===== config.mk =====
export PLATFORM = sky130hd
export DESIGN_NAME = pid_controller_antiwindup
export DESIGN_NICKNAME = d
export VERILOG_FILES = /design/src/rtl/pca_pkg.sv /design/src/rtl/pca_cfg.sv /design/src/rtl/pca_ctrl.sv /design/src/rtl/pca_dp.sv /design/src/rtl/pid_controller_antiwindup.sv
export VERILOG_INCLUDE_DIRS = /design/src /design/src/rtl
export SDC_FILE = /design/constraint.sdc
export NUM_CORES = 2
export LEC_CHECK = 0
export BUFFER_PORTS_ARGS = -buffer_cell sky130_fd_sc_hd__buf_4
export CORE_MARGIN = 1.5
export CORE_UTILIZATION = 59
export CTS_CLUSTER_SIZE = 25
export DETAILED_ROUTE_END_ITERATION = 10
export PLACE_DENSITY = 0.85
export SLEW_MARGIN = 15
export SYNTH_ARGS = -nofsm -noshare
export SYNTH_HDL_FRONTEND = slang
export SYNTH_SLANG_ARGS = --single-unit

===== constraint.sdc =====
create_clock -name clk_i -period 11.38 [get_ports clk_i]
set_input_delay 1.138 -clock clk_i [delete_from_list [all_inputs] [get_ports clk_i]]
set_output_delay 1.138 -clock clk_i [all_outputs]
set_load 0.05 [all_outputs]

===== src/rtl/pid_controller_antiwindup_defines.svh =====
// assertion macros used by the top-level rtl
`ifndef PID_CONTROLLER_ANTIWINDUP_DEFINES_SVH
`define PID_CONTROLLER_ANTIWINDUP_DEFINES_SVH
`ifndef SYNTHESIS
`define PCA_ASSERT(lbl, prop) lbl: assert property (@(posedge clk_i) disable iff (!rst_ni) \
  prop) else $error("pca assertion failed");
`define PCA_ASSERT_RST(lbl, prop) lbl: assert property (@(posedge clk_i) \
  prop) else $error("pca reset assertion failed");
`else
`define PCA_ASSERT(lbl, prop)
`define PCA_ASSERT_RST(lbl, prop)
`endif
`endif


===== src/rtl/pca_pkg.sv =====
`timescale 1ns / 1ps
package pca_pkg;
  localparam int VW       = 32;
  localparam int FB       = 16;
  localparam int TW       = 24;
  localparam int TF       = 16;
  localparam int LW       = 31;
  localparam int EW       = VW + 1;
  localparam int HALF_W   = 16;
  localparam int PART_W   = EW + HALF_W + 1;
  localparam int PROD_W   = 2 * EW;
  localparam int TERM_W   = PROD_W - FB;
  localparam int SUM_W    = 56;
  localparam int NUM_W    = EW + FB;
  localparam int CNT_W    = 6;
  localparam int IDX_W    = 3;
  localparam int IN_TDATA_W = 88;

  localparam logic [IDX_W-1:0] REG_GP  = 3'd0;
  localparam logic [IDX_W-1:0] REG_GI  = 3'd1;
  localparam logic [IDX_W-1:0] REG_GD  = 3'd2;
  localparam logic [IDX_W-1:0] REG_LO  = 3'd3;
  localparam logic [IDX_W-1:0] REG_HI  = 3'd4;
  localparam logic [IDX_W-1:0] REG_LIM = 3'd5;

  localparam logic [2:0] OP_P  = 3'd0;
  localparam logic [2:0] OP_D  = 3'd1;
  localparam logic [2:0] OP_I0 = 3'd2;
  localparam logic [2:0] OP_T  = 3'd3;
  localparam logic [2:0] OP_I1 = 3'd4;

  typedef struct packed {
    logic signed [VW-1:0] gp;
    logic signed [VW-1:0] gi;
    logic signed [VW-1:0] gd;
    logic signed [VW-1:0] lo;
    logic signed [VW-1:0] hi;
    logic [LW-1:0]        lim;
  } cfg_t;

  typedef struct packed {
    logic       clear;
    logic       load;
    logic       div_step;
    logic       deriv_fin;
    logic       mul_lo;
    logic       mul_hi;
    logic       mul_acc;
    logic       out_load;
    logic [2:0] op;
  } cmd_t;

  typedef struct packed {
    logic out_free;
  } status_t;
endpackage


===== src/rtl/pca_cfg.sv =====
`timescale 1ns / 1ps
module pca_cfg import pca_pkg::*; (
  input  logic             clk_i,
  input  logic             rst_ni,
  input  logic             we_i,
  input  logic [IDX_W-1:0] index_i,
  input  logic [VW-1:0]    data_i,
  output cfg_t             cfg_o
);
  cfg_t cfg_q, cfg_d;

  always_comb begin
    cfg_d = cfg_q;
    if (we_i) begin
      unique case (index_i)
        REG_GP:  cfg_d.gp = data_i;
        REG_GI:  cfg_d.gi = data_i;
        REG_GD:  cfg_d.gd = data_i;
        REG_LO:  cfg_d.lo = data_i;
        REG_HI:  cfg_d.hi = data_i;
        REG_LIM: cfg_d.lim = data_i[LW-1:0];
        default: ;
      endcase
    end
  end

  always_ff @(posedge clk_i or negedge rst_ni) begin
    if (!rst_ni) begin
      cfg_q.gp  <= '0;
      cfg_q.gi  <= '0;
      cfg_q.gd  <= '0;
      cfg_q.lo  <= -(VW'(1) << FB);
      cfg_q.hi  <= VW'(1) << FB;
      cfg_q.lim <= LW'(1) << FB;
    end else begin
      cfg_q <= cfg_d;
    end
  end

  assign cfg_o = cfg_q;
endmodule


===== src/rtl/pca_ctrl.sv =====
`timescale 1ns / 1ps
module pca_ctrl import pca_pkg::*; (
  input  logic    clk_i,
  input  logic    rst_ni,
  input  logic    in_valid_i,
  input  logic    in_clear_i,
  output logic    in_ready_o,
  input  status_t status_i,
  output cmd_t    cmd_o
);
  localparam logic [2:0] ST_IDLE = 3'd0;
  localparam logic [2:0] ST_DIV  = 3'd1;
  localparam logic [2:0] ST_DFIN = 3'd2;
  localparam logic [2:0] ST_MLO  = 3'd3;
  localparam logic [2:0] ST_MHI  = 3'd4;
  localparam logic [2:0] ST_MACC = 3'd5;
  localparam logic [2:0] ST_FIN  = 3'd6;

  localparam logic [CNT_W-1:0] LAST_BIT = CNT_W'(NUM_W - 1);

  logic [2:0]       state_q, state_d;
  logic [2:0]       op_q, op_d;
  logic [CNT_W-1:0] cnt_q, cnt_d;

  assign in_ready_o = (state_q == ST_IDLE);

  always_comb begin
    state_d = state_q;
    op_d    = op_q;
    cnt_d   = cnt_q;
    cmd_o   = '0;
    cmd_o.op = op_q;
    unique case (state_q)
      ST_IDLE: begin
        if (in_valid_i) begin
          if (in_clear_i) begin
            cmd_o.clear = 1'b1;
          end else begin
            cmd_o.load = 1'b1;
            cnt_d      = '0;
            state_d    = ST_DIV;
          end
        end
      end
      ST_DIV: begin
        cmd_o.div_step = 1'b1;
        cnt_d          = cnt_q + 1'b1;
        if (cnt_q == LAST_BIT) state_d = ST_DFIN;
      end
      ST_DFIN: begin
        cmd_o.deriv_fin = 1'b1;
        op_d            = OP_P;
        state_d         = ST_MLO;
      end
      ST_MLO: begin
        cmd_o.mul_lo = 1'b1;
        state_d      = ST_MHI;
      end
      ST_MHI: begin
        cmd_o.mul_hi = 1'b1;
        state_d      = ST_MACC;
      end
      ST_MACC: begin
        cmd_o.mul_acc = 1'b1;
        state_d       = ST_MLO;
        unique case (op_q)
          OP_P:  op_d = OP_D;
          OP_D:  op_d = OP_I0;
          OP_I0: op_d = OP_T;
          OP_T:  op_d = OP_I1;
          default: state_d = ST_FIN;
        endcase
      end
      ST_FIN: begin
        if (status_i.out_free) begin
          cmd_o.out_load = 1'b1;
          state_d        = ST_IDLE;
        end
      end
      default: state_d = ST_IDLE;
    endcase
  end

  always_ff @(posedge clk_i or negedge rst_ni) begin
    if (!rst_ni) begin
      state_q <= ST_IDLE;
      op_q    <= OP_P;
      cnt_q   <= '0;
    end else begin
      state_q <= state_d;
      op_q    <= op_d;
      cnt_q   <= cnt_d;
    end
  end
endmodule


===== src/rtl/pca_dp.sv =====
`timescale 1ns / 1ps
module pca_dp import pca_pkg::*; (
  input  logic                 clk_i,
  input  logic                 rst_ni,
  input  cfg_t                 cfg_i,
  input  cmd_t                 cmd_i,
  output status_t              status_o,
  input  logic signed [VW-1:0] target_i,
  input  logic signed [VW-1:0] sample_i,
  input  logic [TW-1:0]        step_time_i,
  output logic                 out_valid_o,
  input  logic                 out_ready_i,
  output logic [VW-1:0]        drive_o
);
  logic signed [VW-1:0]     acc_q, last_q, deriv_q;
  logic signed [EW-1:0]     err_q;
  logic [TW-1:0]            dt_q;
  logic [NUM_W-1:0]         num_q, quo_q;
  logic [TW-1:0]            rem_q;
  logic                     neg_q;
  logic signed [PROD_W-1:0] prod_q;
  logic signed [SUM_W-1:0]  pd_q, iterm_q;
  logic                     valid_q;
  logic [VW-1:0]            drive_q;

  logic signed [EW-1:0]     diff, mag;
  logic [TW:0]              rem2;
  logic                     ge;
  logic signed [VW-1:0]     deriv_val;
  logic signed [EW-1:0]     op_a, op_b;
  logic signed [HALF_W:0]   b_half;
  logic signed [PART_W-1:0] part;
  logic signed [TERM_W-1:0] term;
  logic signed [SUM_W-1:0]  total, acc_sum, lim_pos, lim_neg, hi_s, lo_s, res;
  logic                     pin_hi, pin_lo;

  assign diff = EW'(last_q) - EW'(sample_i);
  assign mag  = diff[EW-1] ? -diff : diff;

  assign rem2 = {rem_q, num_q[NUM_W-1]};
  assign ge   = rem2 >= {1'b0, dt_q};

  always_comb begin
    if (dt_q == '0) begin
      deriv_val = '0;
    end else if (!neg_q) begin
      deriv_val = (quo_q[NUM_W-1:VW-1] != '0) ? {1'b0, {(VW-1){1'b1}}}
                                               : $signed(quo_q[VW-1:0]);
    end else if ((quo_q[NUM_W-1:VW] != '0) || (quo_q[VW-1] && (quo_q[VW-2:0] != '0))) begin
      deriv_val = {1'b1, {(VW-1){1'b0}}};
    end else begin
      deriv_val = -$signed(quo_q[VW-1:0]);
    end
  end

  always_comb begin
    op_a = err_q;
    op_b = EW'(cfg_i.gp);
    case (cmd_i.op)
      OP_D: begin
        op_a = EW'(deriv_q);
        op_b = EW'(cfg_i.gd);
      end
      OP_I0, OP_I1: begin
        op_a = EW'(acc_q);
        op_b = EW'(cfg_i.gi);
      end
      OP_T: begin
        op_a = err_q;
        op_b = $signed({1'b0, {(EW-TW-1){1'b0}}, dt_q});
      end
      default: ;
    endcase
  end

  // two half products of the shared multiplier
  assign b_half = cmd_i.mul_hi ? op_b[EW-1:HALF_W] : $signed({1'b0, op_b[HALF_W-1:0]});
  assign part   = op_a * b_half;
  assign term   = prod_q[PROD_W-1:FB];

  assign total   = pd_q + iterm_q;
  assign hi_s    = SUM_W'(cfg_i.hi);
  assign lo_s    = SUM_W'(cfg_i.lo);
  assign pin_hi  = (total >= hi_s) && !err_q[EW-1] && (err_q != '0);
  assign pin_lo  = (total <= lo_s) && err_q[EW-1];
  assign acc_sum = SUM_W'(acc_q) + SUM_W'(term);
  assign lim_pos = $signed({{(SUM_W-LW){1'b0}}, cfg_i.lim});
  assign lim_neg = -lim_pos;

  always_comb begin
    res = total;
    if (res > hi_s) res = hi_s;
    if (res < lo_s) res = lo_s;
  end

  always_ff @(posedge clk_i or negedge rst_ni) begin
    if (!rst_ni) begin
      acc_q  <= '0;
      last_q <= '0;
    end else if (cmd_i.clear) begin
      acc_q  <= '0;
      last_q <= '0;
    end else begin
      if (cmd_i.load) last_q <= sample_i;
      if (cmd_i.mul_acc && (cmd_i.op == OP_T) && !pin_hi && !pin_lo) begin
        if (acc_sum > lim_pos) acc_q <= lim_pos[VW-1:0];
        else if (acc_sum < lim_neg) acc_q <= lim_neg[VW-1:0];
        else acc_q <= acc_sum[VW-1:0];
      end
    end
  end

  always_ff @(posedge clk_i) begin
    if (cmd_i.load) begin
      err_q <= EW'(target_i) - EW'(sample_i);
      dt_q  <= step_time_i;
      num_q <= {mag, {FB{1'b0}}};
      neg_q <= diff[EW-1];
      rem_q <= '0;
      quo_q <= '0;
    end
    if (cmd_i.div_step) begin
      rem_q <= ge ? TW'(rem2 - {1'b0, dt_q}) : rem2[TW-1:0];
      num_q <= {num_q[NUM_W-2:0], 1'b0};
      quo_q <= {quo_q[NUM_W-2:0], ge};
    end
    if (cmd_i.deriv_fin) begin
      deriv_q <= deriv_val;
      pd_q    <= '0;
    end
    if (cmd_i.mul_lo) prod_q <= PROD_W'(part);
    if (cmd_i.mul_hi) prod_q <= prod_q + (PROD_W'(part) <<< HALF_W);
    if (cmd_i.mul_acc) begin
      case (cmd_i.op)
        OP_P, OP_D:   pd_q    <= pd_q + SUM_W'(term);
        OP_I0, OP_I1: iterm_q <= SUM_W'(term);
        default: ;
      endcase
    end
    if (cmd_i.out_load) drive_q <= res[VW-1:0];
  end

  always_ff @(posedge clk_i or negedge rst_ni) begin
    if (!rst_ni) valid_q <= 1'b0;
    else if (cmd_i.out_load) valid_q <= 1'b1;
    else if (out_ready_i) valid_q <= 1'b0;
  end

  assign status_o.out_free = !valid_q || out_ready_i;
  assign out_valid_o       = valid_q;
  assign drive_o           = drive_q;
endmodule


===== src/rtl/pid_controller_antiwindup.sv =====
// sequence: a step item is loaded, the bit-serial derivative divider forms a 49-bit
// quotient, the derivative is saturated, five products run on the shared 33x17
// multiplier, and the clamped result is loaded once the output is free; s_tready is
// high only in idle, so a new item waits for that load; a clear item leaves it idle
// reset: asynchronous active low, clears integral, last sample, gains to zero,
// bounds to -1.0 / +1.0 and the integral limit to 1.0
`timescale 1ns / 1ps
`include "pid_controller_antiwindup_defines.svh"
module pid_controller_antiwindup import pca_pkg::*; (
  input  logic                  clk_i,
  input  logic                  rst_ni,
  input  logic                  s_tvalid,
  output logic                  s_tready,
  input  logic [IN_TDATA_W-1:0] s_tdata,  // target, sample, step_time
  input  logic                  s_tuser,  // clear
  output logic                  m_tvalid,
  input  logic                  m_tready,
  output logic [VW-1:0]         m_tdata,  // drive
  input  logic                  cfg_we_i,
  input  logic [IDX_W-1:0]      cfg_index_i,
  input  logic [VW-1:0]         cfg_data_i
);
  cfg_t    cfg;
  cmd_t    cmd;
  status_t status;
  logic    drive_in_bounds;

  pca_cfg u_cfg (
    .clk_i   (clk_i),
    .rst_ni  (rst_ni),
    .we_i    (cfg_we_i),
    .index_i (cfg_index_i),
    .data_i  (cfg_data_i),
    .cfg_o   (cfg)
  );

  pca_ctrl u_ctrl (
    .clk_i      (clk_i),
    .rst_ni     (rst_ni),
    .in_valid_i (s_tvalid),
    .in_clear_i (s_tuser),
    .in_ready_o (s_tready),
    .status_i   (status),
    .cmd_o      (cmd)
  );

  pca_dp u_dp (
    .clk_i       (clk_i),
    .rst_ni      (rst_ni),
    .cfg_i       (cfg),
    .cmd_i       (cmd),
    .status_o    (status),
    .target_i    (s_tdata[VW-1:0]),
    .sample_i    (s_tdata[2*VW-1:VW]),
    .step_time_i (s_tdata[2*VW+TW-1:2*VW]),
    .out_valid_o (m_tvalid),
    .out_ready_i (m_tready),
    .drive_o     (m_tdata)
  );

  assign drive_in_bounds = ($signed(m_tdata) <= cfg.hi) && ($signed(m_tdata) >= cfg.lo);

  `PCA_ASSERT(a_busy_after_step, s_tvalid && s_tready && !s_tuser |=> !s_tready)
  `PCA_ASSERT(a_drive_in_bounds, m_tvalid && (cfg.lo <= cfg.hi) |-> drive_in_bounds)
  `PCA_ASSERT_RST(a_no_result_in_reset, !rst_ni |=> !m_tvalid || $past(rst_ni))
endmodule

==> results.sh <==
export IMPL_syn_area_per_cell_um2=9.068
export IMPL_via_per_inst=6.415
export IMPL_ys_ff_latch=652
export IMPL_rr_worst_depth=36
export IMPL_netlist_area_um2=70070
export IMPL_critPathSlowestCell="or4_1"
export IMPL_postRouteAntennaNets=0
export IMPL_yosysTopAreaCellShare_pct=15.51
export IMPL_crit_required_ns=11.80
export IMPL_fillers=9352
export IMPL_antenna_found_initial=5
export IMPL_insertion_delay_ns=0.69
export IMPL_ctsLongestPathBuffers=3
export IMPL_setup_violations=0
export IMPL_grt_start_max_net_pins=84
export IMPL_synth_common_cells="inv_1, nand2_1, ha_1, nor2_1, fa_1"
export IMPL_clockRootBuffer="clkbuf_16"
export IMPL_r2r_end="u_dp.drive_o[20]"
export IMPL_synthArstFlopShare_pct=41.10
export IMPL_overflow=0
export IMPL_dieWidth_um=347.6
export IMPL_critPathLaunch="u_dp.iterm_q[4]"
export IMPL_groute_usage_overall_pct=36.61
export IMPL_synth_cell_type_count=109
export IMPL_drc_errors=0
export IMPL_cp_start_kind="flop"
export IMPL_dieArea_um2=120800
export IMPL_ctsHoldBuffers=0
export IMPL_outcome="completed"
export IMPL_drive_above_1_share_pct=10.12
export IMPL_vias=60484
export IMPL_dpl_instance_area_um2=73430
export IMPL_rows=126
export IMPL_syn_inst=7727
export IMPL_gp_congestion=1.095
export IMPL_clk_pin_slew_ns=0.07
export IMPL_crit_arrival_ns=11.29
export IMPL_cpPeakStageDelay_ns=0.60
export IMPL_wirelength_mm=223.2
export IMPL_max_slew_worst_pin_slew_ns=1.181
export IMPL_r2r_start="u_dp.iterm_q[4]"
export IMPL_synth_most_common_cell="inv_1"
export IMPL_skew_ns=0.05300
export IMPL_hold_class="in -> async"
export IMPL_cts_tree="built"
export IMPL_synth_edff_count=328
export IMPL_finalHoldViolCount=0
export IMPL_drtIter0Drc=5743
export IMPL_slew_viol_final=0
export IMPL_relSlewSlack_pct=21.17
export IMPL_io_buffers=162
export IMPL_endpoint_kind="flop"
export IMPL_grt_pass1_wl_mm=343.4
export IMPL_wl_per_cell_um=23.68
export IMPL_io_pin_count=163
export IMPL_cts_sinks=652
export IMPL_fmax_mhz=92.00
export IMPL_rrSetupSlack_ns=0.51
export IMPL_start_util_pct=59.42
export IMPL_syn_to_final_growth_pct=8.816
export IMPL_htree_levels=3
export IMPL_yosysSeqAreaShare_pct=25.26
export IMPL_yosysTopAreaCell="fa_1"
export IMPL_grt_pass1_vias=60328
export IMPL_fin_util_pct=64.66
export IMPL_cts_inserted_buffers=74
export IMPL_maxCapViolCount=0
export IMPL_synth_area_leaders="fa_1, edfxtp_1, ha_1, dfrtp_1, inv_1"
export IMPL_ys_flop_type="edfxtp_1"
export IMPL_critPathMaxFanout=21
export IMPL_drt_pass1_iterations=7
export IMPL_nNetsFinal=9173
export IMPL_final_area_um2=76240
export IMPL_yosys_warnings=0
export IMPL_coreArea_um2=117900
export IMPL_syn_num_nets=9075
export IMPL_hold_worst_slack_ns=0.3919
export IMPL_period_needed_ns=10.87
export IMPL_finalCritPeriodShare_pct=95.51
export IMPL_dp_hpwl_mm=175.0
export IMPL_chipHeight_um=347.6
export IMPL_worstSetupPathType="reg -> reg"
==> final cells by class <==
type                            count  area (µm²)  share of cell area, %
Antenna cell                        5       12.51                0.01641
Multi-Input combinational cell   5891       48210                  63.23
Tap cell                         1536        1922                  2.521
Clock inverter                     42       400.4                 0.5251
Timing Repair Buffer              324        2540                  3.331
Clock buffer                       96        2142                  2.809
Inverter                          882        3313                  4.345
Sequential cell                   652       17700                  23.22
==> per-layer routing <==
metal	share of wire (%)	up-vias	GRT usage [%]	routed length [µm]
li1	-	27291	-	-
met1	37	29329	44.20	83110
met2	45	3050	58.08	100800
met3	9.6	810	8.485	21330
met4	8.0	4	25.42	17930
met5	0.012	-	0	27
==> worst max-delay path, delay by kind of cell, from the launching register on <==
| kind | cells | cell delay, ns |
|---|---|---|
| simple gates | 14 | 3.91 |
| fa+ha+maj | 3 | 1.17 |
| mux | 1 | 0.43 |
| buf+inv | 2 | 0.55 |
| xor+xnor | 2 | 0.55 |
| compound gates | 14 | 3.58 |
| flops | 1 | 0.37 |
==> layout by cell type (no fill, tap or decap), types with 70 or more instances in the layout <==
| cell type | instances |
|---|---|
| a21oi_1 | 435 |
| clkbuf_16 | 80 |
| nor2_1 | 584 |
| nand4_1 | 120 |
| a21o_1 | 280 |
| ha_1 | 676 |
| xnor2_1 | 241 |
| edfxtp_1 | 328 |
| fa_1 | 543 |
| dfrtp_1 | 248 |
| and2_1 | 108 |
| inv_1 | 879 |
| nor3_1 | 122 |
| buf_4 | 315 |
| o21ai_0 | 358 |
| a221oi_1 | 70 |
| mux2_2 | 182 |
| nand3_1 | 163 |
| nand2_1 | 749 |
| xor2_1 | 117 |
==> flip-flops by register name, indices dropped and copies added, names as in the netlist, 32 cells and up <==
register and cells:
u_dp.iterm_q 50, u_dp.err_q 33, u_dp.deriv_q 32, u_dp.num_q 33
u_dp.acc_q 32, u_dp.last_q 32, u_cfg.cfg_o 191, u_dp.prod_q 50
u_dp.quo_q 49, u_dp.drive_o 32, u_dp.pd_q 56
==> cells by family after synthesis <==
| family | count (synthesis) | synth area share (%) |
|---|---|---|
| and+or+nand+nor | 2198 | 14.58 |
| AOI/OAI and AO/OA | 1853 | 17.57 |
| adders and majority gates | 1219 | 27.59 |
| buffers and inverters | 1185 | 6.441 |
| DFF | 652 | 25.26 |
| xor gates and xnor gates | 362 | 4.536 |
| muxes | 258 | 4.029 |
==> worst max path at each step <==
stage,cells after the start,to,slack [ns]
6_report,36,u_dp.drive_o[20],0.51
5_1_grt,40,u_dp.prod_q[64],-0.007
4_1_cts,37,u_dp.drive_o[20],0.06
3_5_place_dp,35,u_dp.drive_o[12],-0.23
3_3_place_gp,35,u_dp.drive_o[12],-0.04
2_1_floorplan,43,u_dp.prod_q[65],0.52
==> repair_timing <==
item	in CTS	in global routing
gates resized for setup	4	45
pin swaps	0	2
cloned	0	1
endpoints found under the hold margin	0	0
buffers inserted	0	6
endpoints found under the setup margin	32	44
==> per-stage QoR <==
stage                     setup WS [ns]  std cells  setup TNS [ns]
after floorplan                  0.5218       7727               0
after global placement         -0.04415       9278        -0.05775
after detailed placement        -0.2310       9278          -3.447
after CTS                       0.06487       9416               0
after global routing          -0.007220       9424       -0.007220
final                            0.5110       9428               0
Power is not shown: default switching activity piles up to over one toggle a cycle in this logic, so the estimate is an artifact.
